### src/rrtt_pkg.sv
package rrtt_pkg;

    localparam int SLOTS = 16;
    localparam int SLOT_W = $clog2(SLOTS);

    localparam logic [2:0] ST_UNUSED  = 3'd0;
    localparam logic [2:0] ST_READY   = 3'd1;
    localparam logic [2:0] ST_RUNNING = 3'd2;
    localparam logic [2:0] ST_BLOCKED = 3'd3;
    localparam logic [2:0] ST_DEAD    = 3'd4;

    localparam logic [2:0] REQ_CREATE  = 3'd0;
    localparam logic [2:0] REQ_SET     = 3'd1;
    localparam logic [2:0] REQ_DISPATCH = 3'd2;
    localparam logic [2:0] REQ_REAP    = 3'd3;
    localparam logic [2:0] REQ_WAKE    = 3'd4;
    localparam logic [2:0] REQ_UNBLOCK = 3'd5;
    localparam logic [2:0] REQ_BLOCK   = 3'd6;

    localparam logic [1:0] STAT_DONE    = 2'd0;
    localparam logic [1:0] STAT_NO_FREE = 2'd1;
    localparam logic [1:0] STAT_NOT_FOUND = 2'd2;

    localparam logic [2:0] REAP_GRACE_RESET = 3'd4;

    typedef enum logic [1:0] {
        S_IDLE,
        S_SCAN,
        S_OUT
    } fsm_t;

endpackage

### src/rrtt_if.sv
interface rrtt_req_if;
    logic        valid;
    logic        ready;
    logic [2:0]  req_type;
    logic [31:0] task_id;
    logic [2:0]  new_state;
    logic        has_entry;
    logic [47:0] now_ms;
    logic [47:0] wake_ms;

    modport source (output valid, req_type, task_id, new_state, has_entry, now_ms, wake_ms,
                    input ready);
    modport sink   (input valid, req_type, task_id, new_state, has_entry, now_ms, wake_ms,
                    output ready);
endinterface

interface rrtt_rsp_if;
    logic        valid;
    logic        ready;
    logic [1:0]  status;
    logic [31:0] id_out;
    logic [3:0]  slot_out;
    logic [31:0] woken_count;

    modport source (output valid, status, id_out, slot_out, woken_count, input ready);
    modport sink   (input valid, status, id_out, slot_out, woken_count, output ready);
endinterface

### src/round_robin_task_table_top.sv
// Round-robin task table.
// Requests arrive on req (valid/ready); each gives exactly one transaction on rsp.
// A request is taken only when the block is idle. It then walks the slot table
// one slot per cycle through a single shared compare unit, then raises rsp.valid.
// The response is held in an output register until rsp.ready; no new request
// is accepted meanwhile. reap_grace is written by cfg_we/cfg_data (low 3 bits);
// the user must write it only while idle, as the block does not enforce this.
// Reset (rst_n low, asynchronous) empties the table, clears the current slot,
// sets the next id to 1, woken count to 0 and reap_grace to 4.
module round_robin_task_table_top (
    input  logic       clk,
    input  logic       rst_n,
    input  logic       cfg_we,
    input  logic [2:0] cfg_data,
    rrtt_req_if.sink   req,
    rrtt_rsp_if.source rsp
);
    localparam int SW = rrtt_pkg::SLOT_W;
    localparam int N  = rrtt_pkg::SLOTS;

    // slot table
    logic [2:0]  st_reg   [N];
    logic [31:0] id_reg   [N];
    logic [47:0] wake_reg [N];
    logic [2:0]  age_reg  [N];
    logic        ent_reg  [N];
    logic [31:0] disp_reg [N];

    rrtt_pkg::fsm_t state_reg, state_next;
    logic [SW:0]  cnt_reg;
    logic [SW-1:0] idx_reg;
    logic         cur_valid_reg;
    logic [SW-1:0] cur_reg;
    logic [31:0]  next_id_reg, woken_reg;
    logic [2:0]   grace_reg;
    logic         done_reg;
    // latched request
    logic [2:0]  rq_type_reg;
    logic [31:0] rq_id_reg;
    logic [2:0]  rq_nst_reg;
    logic        rq_ent_reg;
    logic [47:0] rq_now_reg, rq_wk_reg;
    // response
    logic [1:0]  stat_reg;
    logic [31:0] ido_reg;
    logic [3:0]  sloto_reg;

    // shared compare unit on the visited slot
    logic [2:0]  cs;
    logic        id_hit, wake_hit;
    always_comb
    begin
        cs = st_reg[idx_reg];
        id_hit = (rq_id_reg != 32'd0) && (id_reg[idx_reg] == rq_id_reg);
        wake_hit = (cs == rrtt_pkg::ST_BLOCKED) && (wake_reg[idx_reg] != 48'd0)
                   && (rq_now_reg >= wake_reg[idx_reg]);
    end

    always_comb
    begin
        state_next = state_reg;
        unique case (state_reg)
            rrtt_pkg::S_IDLE: if (req.valid) state_next = rrtt_pkg::S_SCAN;
            rrtt_pkg::S_SCAN: if (cnt_reg == (SW+1)'(N - 1)) state_next = rrtt_pkg::S_OUT;
            rrtt_pkg::S_OUT:  if (rsp.ready) state_next = rrtt_pkg::S_IDLE;
            default:          state_next = rrtt_pkg::S_IDLE;
        endcase
    end

    assign req.ready = (state_reg == rrtt_pkg::S_IDLE);
    assign rsp.valid = (state_reg == rrtt_pkg::S_OUT);
    assign rsp.status = stat_reg;
    assign rsp.id_out = ido_reg;
    assign rsp.slot_out = sloto_reg;
    assign rsp.woken_count = woken_reg;

    // control and scan sequencer
    always_ff @(posedge clk or negedge rst_n)
    begin
        if (!rst_n)
        begin
            state_reg <= rrtt_pkg::S_IDLE;
            cnt_reg <= '0;
            idx_reg <= '0;
            cur_valid_reg <= 1'b0;
            cur_reg <= '0;
            next_id_reg <= 32'd1;
            woken_reg <= '0;
            grace_reg <= rrtt_pkg::REAP_GRACE_RESET;
            done_reg <= 1'b0;
            rq_type_reg <= '0;
            rq_id_reg <= '0;
            rq_nst_reg <= '0;
            rq_ent_reg <= 1'b0;
            rq_now_reg <= '0;
            rq_wk_reg <= '0;
            stat_reg <= rrtt_pkg::STAT_DONE;
            ido_reg <= '0;
            sloto_reg <= '0;
            for (int i = 0; i < N; i++)
            begin
                st_reg[i] <= rrtt_pkg::ST_UNUSED;
                id_reg[i] <= '0;
                wake_reg[i] <= '0;
                age_reg[i] <= '0;
                ent_reg[i] <= 1'b0;
                disp_reg[i] <= '0;
            end
        end
        else
        begin
            state_reg <= state_next;
            if (cfg_we) grace_reg <= cfg_data;
            if (state_reg == rrtt_pkg::S_IDLE && req.valid)
            begin
                rq_type_reg <= req.req_type;
                rq_id_reg <= req.task_id;
                rq_nst_reg <= req.new_state;
                rq_ent_reg <= req.has_entry;
                rq_now_reg <= req.now_ms;
                rq_wk_reg <= req.wake_ms;
                cnt_reg <= '0;
                done_reg <= 1'b0;
                ido_reg <= '0;
                sloto_reg <= '0;
                if (req.req_type == rrtt_pkg::REQ_DISPATCH)
                    idx_reg <= cur_valid_reg ? cur_reg + SW'(1) : '0;
                else
                    idx_reg <= '0;
                case (req.req_type) inside
                    rrtt_pkg::REQ_CREATE: stat_reg <= rrtt_pkg::STAT_NO_FREE;
                    rrtt_pkg::REQ_SET, rrtt_pkg::REQ_DISPATCH, rrtt_pkg::REQ_UNBLOCK,
                    rrtt_pkg::REQ_BLOCK: stat_reg <= rrtt_pkg::STAT_NOT_FOUND;
                    default: stat_reg <= rrtt_pkg::STAT_DONE;
                endcase
                if (req.req_type == rrtt_pkg::REQ_DISPATCH && !cur_valid_reg)
                begin
                    cur_valid_reg <= 1'b1;
                    cur_reg <= SW'(N - 1);
                end
            end
            else if (state_reg == rrtt_pkg::S_SCAN)
            begin
                cnt_reg <= cnt_reg + 1'b1;
                idx_reg <= idx_reg + SW'(1);
                case (rq_type_reg) inside
                    rrtt_pkg::REQ_CREATE:
                        if (!done_reg && (cs == rrtt_pkg::ST_UNUSED || cs == rrtt_pkg::ST_DEAD))
                        begin
                            done_reg <= 1'b1;
                            st_reg[idx_reg] <= rrtt_pkg::ST_READY;
                            id_reg[idx_reg] <= next_id_reg;
                            wake_reg[idx_reg] <= '0;
                            ent_reg[idx_reg] <= rq_ent_reg;
                            disp_reg[idx_reg] <= '0;
                            next_id_reg <= next_id_reg + 32'd1;
                            stat_reg <= rrtt_pkg::STAT_DONE;
                            ido_reg <= next_id_reg;
                            sloto_reg <= 4'(idx_reg);
                        end
                    rrtt_pkg::REQ_SET, rrtt_pkg::REQ_BLOCK:
                        if (!done_reg && id_hit)
                        begin
                            done_reg <= 1'b1;
                            if (rq_type_reg == rrtt_pkg::REQ_BLOCK)
                            begin
                                st_reg[idx_reg] <= rrtt_pkg::ST_BLOCKED;
                                wake_reg[idx_reg] <= rq_wk_reg;
                                stat_reg <= rrtt_pkg::STAT_DONE;
                            end
                            else if (rq_nst_reg <= rrtt_pkg::ST_DEAD)
                            begin
                                st_reg[idx_reg] <= rq_nst_reg;
                                stat_reg <= rrtt_pkg::STAT_DONE;
                            end
                        end
                    rrtt_pkg::REQ_DISPATCH:
                        if (!done_reg && cs == rrtt_pkg::ST_READY)
                        begin
                            done_reg <= 1'b1;
                            cur_valid_reg <= 1'b1;
                            cur_reg <= idx_reg;
                            if (ent_reg[idx_reg])
                                disp_reg[idx_reg] <= disp_reg[idx_reg] + 32'd1;
                            stat_reg <= rrtt_pkg::STAT_DONE;
                            ido_reg <= id_reg[idx_reg];
                            sloto_reg <= 4'(idx_reg);
                        end
                    rrtt_pkg::REQ_REAP:
                        if (cs != rrtt_pkg::ST_DEAD)
                            age_reg[idx_reg] <= '0;
                        else if (age_reg[idx_reg] < grace_reg)
                            age_reg[idx_reg] <= age_reg[idx_reg] + 3'd1;
                        else
                        begin
                            st_reg[idx_reg] <= rrtt_pkg::ST_UNUSED;
                            id_reg[idx_reg] <= '0;
                            wake_reg[idx_reg] <= '0;
                            ent_reg[idx_reg] <= 1'b0;
                            disp_reg[idx_reg] <= '0;
                            age_reg[idx_reg] <= '0;
                        end
                    rrtt_pkg::REQ_WAKE:
                        if (wake_hit)
                        begin
                            wake_reg[idx_reg] <= '0;
                            st_reg[idx_reg] <= rrtt_pkg::ST_READY;
                            woken_reg <= woken_reg + 32'd1;
                        end
                    rrtt_pkg::REQ_UNBLOCK:
                        if (id_hit && cs == rrtt_pkg::ST_BLOCKED)
                        begin
                            st_reg[idx_reg] <= rrtt_pkg::ST_READY;
                            stat_reg <= rrtt_pkg::STAT_DONE;
                        end
                    default: ;
                endcase
            end
        end
    end
endmodule

### src/flat_wrapper.sv
// flat-port wrapper written by rule: the top's interface ports become plain ports
module round_robin_task_table_top_flat 
  (clk, rst_n, cfg_we, cfg_data, req_valid, req_req_type, req_task_id, req_new_state, req_has_entry, req_now_ms, req_wake_ms, req_ready, rsp_valid, rsp_status, rsp_id_out, rsp_slot_out, rsp_woken_count, rsp_ready);
  rrtt_req_if req_i ();
  rrtt_rsp_if rsp_i ();
  input  logic clk;
  input  logic rst_n;
  input  logic cfg_we;
  input  logic [2:0] cfg_data;
  input wire logic [$bits(req_i.valid)-1:0] req_valid;
  input wire logic [$bits(req_i.req_type)-1:0] req_req_type;
  input wire logic [$bits(req_i.task_id)-1:0] req_task_id;
  input wire logic [$bits(req_i.new_state)-1:0] req_new_state;
  input wire logic [$bits(req_i.has_entry)-1:0] req_has_entry;
  input wire logic [$bits(req_i.now_ms)-1:0] req_now_ms;
  input wire logic [$bits(req_i.wake_ms)-1:0] req_wake_ms;
  output wire logic [$bits(req_i.ready)-1:0] req_ready;
  output wire logic [$bits(rsp_i.valid)-1:0] rsp_valid;
  output wire logic [$bits(rsp_i.status)-1:0] rsp_status;
  output wire logic [$bits(rsp_i.id_out)-1:0] rsp_id_out;
  output wire logic [$bits(rsp_i.slot_out)-1:0] rsp_slot_out;
  output wire logic [$bits(rsp_i.woken_count)-1:0] rsp_woken_count;
  input wire logic [$bits(rsp_i.ready)-1:0] rsp_ready;
  assign req_i.valid = req_valid;
  assign req_i.req_type = req_req_type;
  assign req_i.task_id = req_task_id;
  assign req_i.new_state = req_new_state;
  assign req_i.has_entry = req_has_entry;
  assign req_i.now_ms = req_now_ms;
  assign req_i.wake_ms = req_wake_ms;
  assign req_ready = req_i.ready;
  assign rsp_valid = rsp_i.valid;
  assign rsp_status = rsp_i.status;
  assign rsp_id_out = rsp_i.id_out;
  assign rsp_slot_out = rsp_i.slot_out;
  assign rsp_woken_count = rsp_i.woken_count;
  assign rsp_i.ready = rsp_ready;
  round_robin_task_table_top u_core (.clk(clk), .rst_n(rst_n), .cfg_we(cfg_we), .cfg_data(cfg_data), .req(req_i), .rsp(rsp_i));
endmodule
### config.mk
export PLATFORM = sky130hd
export DESIGN_NAME = round_robin_task_table_top_flat
export DESIGN_NICKNAME = d
export VERILOG_FILES = /design/src/rrtt_pkg.sv /design/src/rrtt_if.sv /design/src/round_robin_task_table_top.sv /design/src/flat_wrapper.sv
export SDC_FILE = /design/constraint.sdc
export NUM_CORES = 2
export LEC_CHECK = 0
export BUFFER_PORTS_ARGS = -buffer_cell sky130_fd_sc_hd__buf_2
export CAP_MARGIN = 20
export CORE_ASPECT_RATIO = 1.5
export CORE_MARGIN = 2
export CORE_UTILIZATION = 63
export DETAILED_ROUTE_END_ITERATION = 6
export GPL_TIMING_DRIVEN = 0
export PLACE_DENSITY = 0.81
export SETUP_SLACK_MARGIN = 0.05
export SLEW_MARGIN = 40
export SYNTH_ARGS = -nofsm -noshare
export SYNTH_HDL_FRONTEND = slang
export SYNTH_SLANG_ARGS = --single-unit
### constraint.sdc
create_clock -name clk -period 6.5 [get_ports clk]
set_input_delay 0.65 -clock clk [delete_from_list [all_inputs] [get_ports clk]]
set_output_delay 0.65 -clock clk [all_outputs]
set_load 0.01 [all_outputs]
# --- After elaboration in Yosys (flattened, before gate mapping) ---
# Cells that the tools add are included.
# W data, S select, Z words.
totals:
  ff_bits: 1632
  mem_bits_rw: 0
  out_inout_bits: 72
  memories: 0
  wordCells: 313
  romBits: 0
  input_bits: 143
  latchBits: 0
classes:
  shift: 0
  mul: 0
  n_mux: 113
  magnitude_cmp: 5
  n_reduce_logical: 46
  addsub: 6
  n_eq_ne: 43
  bitwise_logic: 19
  n_div: 0
op_table:
  columns: ["op", "n"]
  rows:
  - ["$mux W768", 11]
  - ["$mux W512", 7]
  - ["$mux W48", 19]
  - ["$and A768 B768 Y768", 1]
  - ["$bwmux W768", 1]
  - ["$not A768 Y768", 1]
  - ["$and A512 B512 Y512", 1]
  - ["$bwmux W512", 1]
  - ["$not A512 Y512", 1]
  - ["$mux W32", 10]
  - ["$bmux W48 S4", 1]
  - ["$demux W48 S4", 1]
  - ["$bmux W32 S4", 1]
  - ["$demux W32 S4", 1]
  - ["$and A48 B48 Y48", 2]
  - ["$bwmux W48", 2]
  - ["$add A32 B1 Y32 const B", 2]
  - ["$mux W4", 15]
  - ["$ge A48 B48 Y1", 1]
  - ["$not A48 Y48", 1]
  - ["$reduce_bool A48 Y1", 1]
  - ["$mux W2", 19]
  - ["$and A32 B32 Y32", 1]
  - ["$eq A32 B32 Y1", 1]
  - ["56 further kinds", 130]

# --- Logic depth before layout (Yosys ltp) ---
depth:
  depth_word: 16
  depth_mapped: 23

# --- Worst setup path before layout ---
# Ideal clock, no wire load.
synth_path:
  path_kind: "register to register"
  startpoint: "register u_core.idx_reg[0]"
  endpoint: "register u_core.wake_reg[123] (netlist name)"
  required_ns: 6.375
  arrival_ns: 4.575
  path_slack_ns: 1.799
  setup_ns: 0.125
  path_stages_with_launch: 21
  path_buffers: 7
  cell_sequence: "dfrtp_1 -> buf_6 -> buf_6 -> buf_4 -> buf_2 -> mux4_2 -> a221oi_1 -> ha_1 -> nand4_1 -> or3_1 -> a221oi_1 -> o31ai_1 -> o211ai_1 -> nand3_2 -> o21ai_2 -> nand3_4 -> buf_8 -> nor3_4 -> buf_6 -> buf_12 -> mux2_4"
synth_via:
  elab_chain_cells: 13
synth_rtl:
  columns: ["item", "line", "rtl"]
  rows:
  - ["start: declaration", "round_robin_task_table_top.sv:31", "logic [SW-1:0] idx_reg;"]
  - ["start signal: assignment", "round_robin_task_table_top.sv:127", "idx_reg <= cur_valid_reg ? cur_reg + SW'(1) : '0;"]
  - ["start signal: assignment", "round_robin_task_table_top.sv:145", "idx_reg <= idx_reg + SW'(1);"]
  - ["$not A4 Y5 (implied by the code) (*)", null, null]
  - ["branches (longest 12 deep; another with $ge A48 B48 Y1)", null, null]
  - ["end signal: indexed assignment", "round_robin_task_table_top.sv:168", "wake_reg[idx_reg] <= rq_wk_reg;"]
  - ["end: declaration", "round_robin_task_table_top.sv:24", "logic [47:0] wake_reg [N];"]
# Mark *: on every way between the ends. The select of a mux whose other input is x is not followed.
# A chain may end at the register's enable or synchronous reset.

# --- Worst setup path in the final report ---
layout_path:
  startpoint: "register u_core.idx_reg[3]"
  endpoint: "register u_core.id_reg[114] (netlist name)"
layout_via:
  elab_chain_cells: 13
layout_rtl:
  columns: ["item", "line", "rtl"]
  rows:
  - ["$not A4 Y5 (implied by the code) (*)", null, null]
  - ["$ge A5 B5 Y1 (implied by the code) or $lt A5 B1 Y1 (tied branches)", "round_robin_task_table_top.sv:152, round_robin_task_table_top.sv:197", null]
  - ["$logic_and A1 B1 Y1 (implied by the code)", "round_robin_task_table_top.sv:152, round_robin_task_table_top.sv:197", null]
  - ["$mux W32", null, null]
  - ["$demux W32 S4", null, null]
  - ["$not A512 Y512 (no source line)", null, null]
  - ["$and A512 B512 Y512 (no source line)", null, null]
  - ["$mux W512", "round_robin_task_table_top.sv:192", "else if (age_reg[idx_reg] < grace_reg)"]
  - ["$mux W512", "round_robin_task_table_top.sv:190", "if (cs != rrtt_pkg::ST_DEAD)"]
  - ["$mux W512 (4 in series)", "round_robin_task_table_top.sv:146", "case (rq_type_reg) inside"]
  - ["end signal: indexed assignment", "round_robin_task_table_top.sv:152", "id_reg[idx_reg] <= next_id_reg;"]
  - ["end: declaration", "round_robin_task_table_top.sv:23", "logic [31:0] id_reg [N];"]
# Every way passes the cells marked *; elsewhere a longest branch is shown, timed or not. The select of a mux whose other input is x is not followed.

==> metrics.csv <==
stage,metric,value,unit
outcome,outcome,"finished, violations left",
outcome,violations in the final reports,negative setup slack,
clocking,clock latency on the worst-skew pair,0.84,ns
timing,number of setup violations in the final report,14,
routing,number of remaining DRC errors,0,
routing,DRT Wirelength,303000,um
timing,final number of hold-violating endpoints,0,
grt,met2 track utilization from global routing,73.1,%
routing,DR WL/cell,36.7,um
timing,Max Transition Viols Final,0,
placed_design,Buffers on Ports,213,
synth,flip-flop and latch count after synthesis,1632,
clocking,TritonCTS sink count,1632,
synth,"Net Count, Synth",6309,
placed_design,dpl ws,-1.53,ns
power_and_ir_drop,largest voltage drop on the vdd net,0.404,mV
worst_setup_path,Required @ worst endpoint,7.15,ns
clocking,clock tree from TritonCTS,done,
clocking,number of H-tree branching levels,4,
final_layout,Total Nets Final,6747,
worst_setup_path,startpoint type of the worst setup path,flop,
clocking,total clock buffers created by CTS,153,
grt,via count of the first global-routing pass,59300,
synth,Post-synth top flop,sky130_fd_sc_hd__dfrtp_1,
clocking,clock tree buffer depth,3,
timing,transition time at the pin with the least slew margin,0.992,ns
die,standard cell core area,120000,um2
die,overall die height,430,um
routing,ratio of routed vias to standard cells,7.08,
grt,routing usage on met1,55.1,%
placed_design,GP Congestion,1.04,
final_layout,Fill cells,7875,
synth,number of unique standard cell types used by synthesis,95,
grt,first-pass GRT wire length,429000,um
placed_design,placed instance area,80300,um2
grt,largest net degree at the start of global routing,114,
synth,netlist area before placement,76300,um2
synth,part of the Yosys area used for sequential elements,53.5,%
timing,min cycle time layout,6.54,ns
job,Max Cap Violations,0,
worst_setup_path,Crit path arrival time,7.19,ns
routing,length of the first detailed-routing pass in iterations,6,
synth,proportion of synthesized flip-flops having asynchronous set or reset,100,%
die,overall die width,288,um
synth,"EDFF count, synth",0,
timing,final cycle utilization of the critical path,101,%
timing,worst relative slew slack,33.9,%
timing,maximum clock rate,0.153,GHz
final_layout,Largest register FFs,768,
clocking,CTS root buffer,sky130_fd_sc_hd__clkbuf_16,
grt,most used routing layer,met2,
die,total die area,124000,um2
grt,antenna violations before repair,23,
grt,met3 track demand over resource in global routing,17.5,%
worst_setup_path,highest net fanout along the worst path,11,
power_and_ir_drop,power density over cell area,446,nW/um2
die,Boundary Pins,215,
die,Rows,156,
routing,final antenna-violating net count,0,
final_layout,post-route cell area,87100,um2
worst_setup_path,kind of end point of the critical path,flop,
synth,synthesized netlist cell count,6106,
final_layout,layout overhead on the synthesized area,14.1,%
timing,final clock skew,0.0349,ns
min_path,worst hold path type,primary input to flop,
power_and_ir_drop,static leakage,40.6,nW
placed_design,placed wire-length estimate after detailed placement,209000,um
synth,number of warnings reported in the yosys synthesis log,0,
timing,unrepaired setup endpoints after global routing,yes,
timing,"crit path setup slack, layout",-0.0391,ns
grt,gr ovfl total,0,
final_layout,share of layout cells above drive strength 1,29.8,%
worst_setup_path,category of the critical setup timing path,flop to flop,
routing,First DRT Iteration DRCs,7264,
routing,total via count after detailed routing,58600,
die,Starting Density,63.4,%
synth,mean cell area of the mapped netlist,12.5,um2
grt,aggregate global-route resource usage,49.9,%
clocking,clock input transition at the sequential cells of the worst setup and hold paths,0.07,ns
-- worst max-delay path, stage by stage (launching register included) --
cell and delay (ns):
sky130_fd_sc_hd__dfrtp_1 0.41, sky130_fd_sc_hd__buf_2 0.24, sky130_fd_sc_hd__inv_1 0.14, sky130_fd_sc_hd__buf_2 0.59, sky130_fd_sc_hd__buf_2 0.66, sky130_fd_sc_hd__buf_2 0.63
sky130_fd_sc_hd__mux4_2 0.62, sky130_fd_sc_hd__ha_1 0.30, sky130_fd_sc_hd__o21a_1 0.17, sky130_fd_sc_hd__o22ai_1 0.56, sky130_fd_sc_hd__nor2_1 0.12, sky130_fd_sc_hd__nand3_1 0.15
sky130_fd_sc_hd__a21oi_2 0.13, sky130_fd_sc_hd__buf_4 0.21, sky130_fd_sc_hd__nand3_2 0.35, sky130_fd_sc_hd__clkbuf_1 0.79, sky130_fd_sc_hd__o21ai_0 0.24
-- cell type report --
class                   instances  area, um2  share of cell area [%]
clock inverters                66        961                    1.10
multi-input cells            3952      33000                    37.9
inverters                      36        135                   0.155
flip-flops and latches       1632      40800                    46.9
plain buffers                 486       3390                    3.89
diodes                         17       42.5                  0.0488
well taps                    1580       1980                    2.27
repair buffers                283       2250                    2.58
clock buffers                 217       4480                    5.15
-- repair_timing --
item | CTS | global route
gates resized for setup | 93 | 109
endpoints found under the hold margin | 109 | 0
endpoints found under the setup margin | 1178 | 850
pin swaps | 15 | 12
hold buffers | 6 | 0
buffers inserted | 13 | 13
-- placed cells by master (no fill, tap or decap), drive strengths merged, types with 56 or more instances in the layout --
cell type,synthesis,final
and2,58,58
buf,193,466
nand3,81,81
mux2,840,840
o21ai,595,595
nand4,62,62
dfrtp,1630,1630
clkbuf,293,514
xnor2,64,64
o31ai,56,56
mux2i,107,107
mux4,299,299
nand2,1153,1153
nor2,74,74
ha,60,60
-- worst paths after layout --
check	from	endpoint	slack (ns)	depth (start not counted)
max	u_core.idx_reg[3]$_DFFE_PN0N_	u_core.id_reg[114]$_DFFE_PN0P_	-0.04	16
min	req_now_ms[31]	u_core.rq_now_reg[31]$_DFFE_PN0P_	0.007	3
max reg2reg	u_core.idx_reg[3]$_DFFE_PN0N_	u_core.id_reg[114]$_DFFE_PN0P_	-0.04	16
min reg2reg	u_core.rq_wk_reg[38]$_DFFE_PN0P_	u_core.rq_wk_reg[38]$_DFFE_PN0P_	0.47	2
max in group asynchronous	rst_n	u_core.id_reg[216]$_DFFE_PN0P_	2.79	9
min in group asynchronous	rst_n	u_core.rsp.woken_count[10]$_DFFE_PN0P_	0.48	3
-- layer usage --
metal	share of wire (%)	wire length [um]	vias to the layer above
li1	-	-	22700
met1	31	94400	29400
met2	44	133000	4643
met3	12	34900	1741
met4	13	40700	12
met5	0.028	85	-
-- cell usage after synthesis (all sizes together) (7+ instances only) --
cell type / count / area [um2]
and4b: 15 / 150
nand2: 1153 / 4330
nor2b: 11 / 71.3
mux4: 299 / 6730
o2bb2ai: 18 / 158
o31ai: 56 / 420
nand3: 81 / 453
xor2: 29 / 262
buf: 193 / 1700
o211ai: 7 / 52.6
nor3: 40 / 348
ha: 60 / 751
a211oi: 21 / 158
nor2: 74 / 293
xnor2: 64 / 561
mux2i: 107 / 1080
a21oi: 44 / 231
a22oi: 40 / 300
a22o: 52 / 455
clkbuf: 293 / 1100
o22ai: 19 / 119
a31oi: 8 / 50.1
and3: 18 / 114
and2: 58 / 363
mux2: 840 / 10200
nor4: 19 / 134
a221oi: 53 / 482
a21o: 28 / 210
dfrtp: 1630 / 40800
o21ai: 595 / 2990
nand2b: 9 / 56.3
or3: 10 / 62.6
nand4: 62 / 394
inv: 36 / 135
-- report_power, final --
group          internal (mW)  switching [mW]  total, mW
Sequential              11.9            1.30       13.2
Clock                   5.61            4.25       9.86
Combinational           5.23            10.6       15.8
Total                   22.7            16.1       38.9
-- cell families after synthesis --
group                    count (synthesis)  share of synthesized area, %
AO/OA/AOI/OAI                          984                          7.87
XOR/XNOR                                93                          1.08
buffers and inverters                  522                          3.84
adder cells (fa/ha/maj)                 60                         0.983
flip-flops                            1632                          53.5
multiplexers                          1246                          23.6
AND/OR/NAND/NOR                       1569                          9.11
-- metrics by stage --
| step | TNS, ns | std cells | util [%] | power, mW | hold slack [ns] |
|---|---|---|---|---|---|
| floorplan | 0 | 6106 | - | 20.7 | 0.354 |
| detailed placement | -1045.14 | 7934 | 66.7 | 27.4 | 0.456 |
| CTS | 0 | 8236 | 71.8 | 37.4 | 0.000165 |
| finish | -0.163 | 8269 | 72.3 | 38.9 | 0.00728 |
| global route | 0 | 8254 | 72.3 | 39.3 | 0.0225 |
| global placement | - | 7899 | 65.9 | 26.8 | 0.454 |
Power figures use the tool's default switching activity.
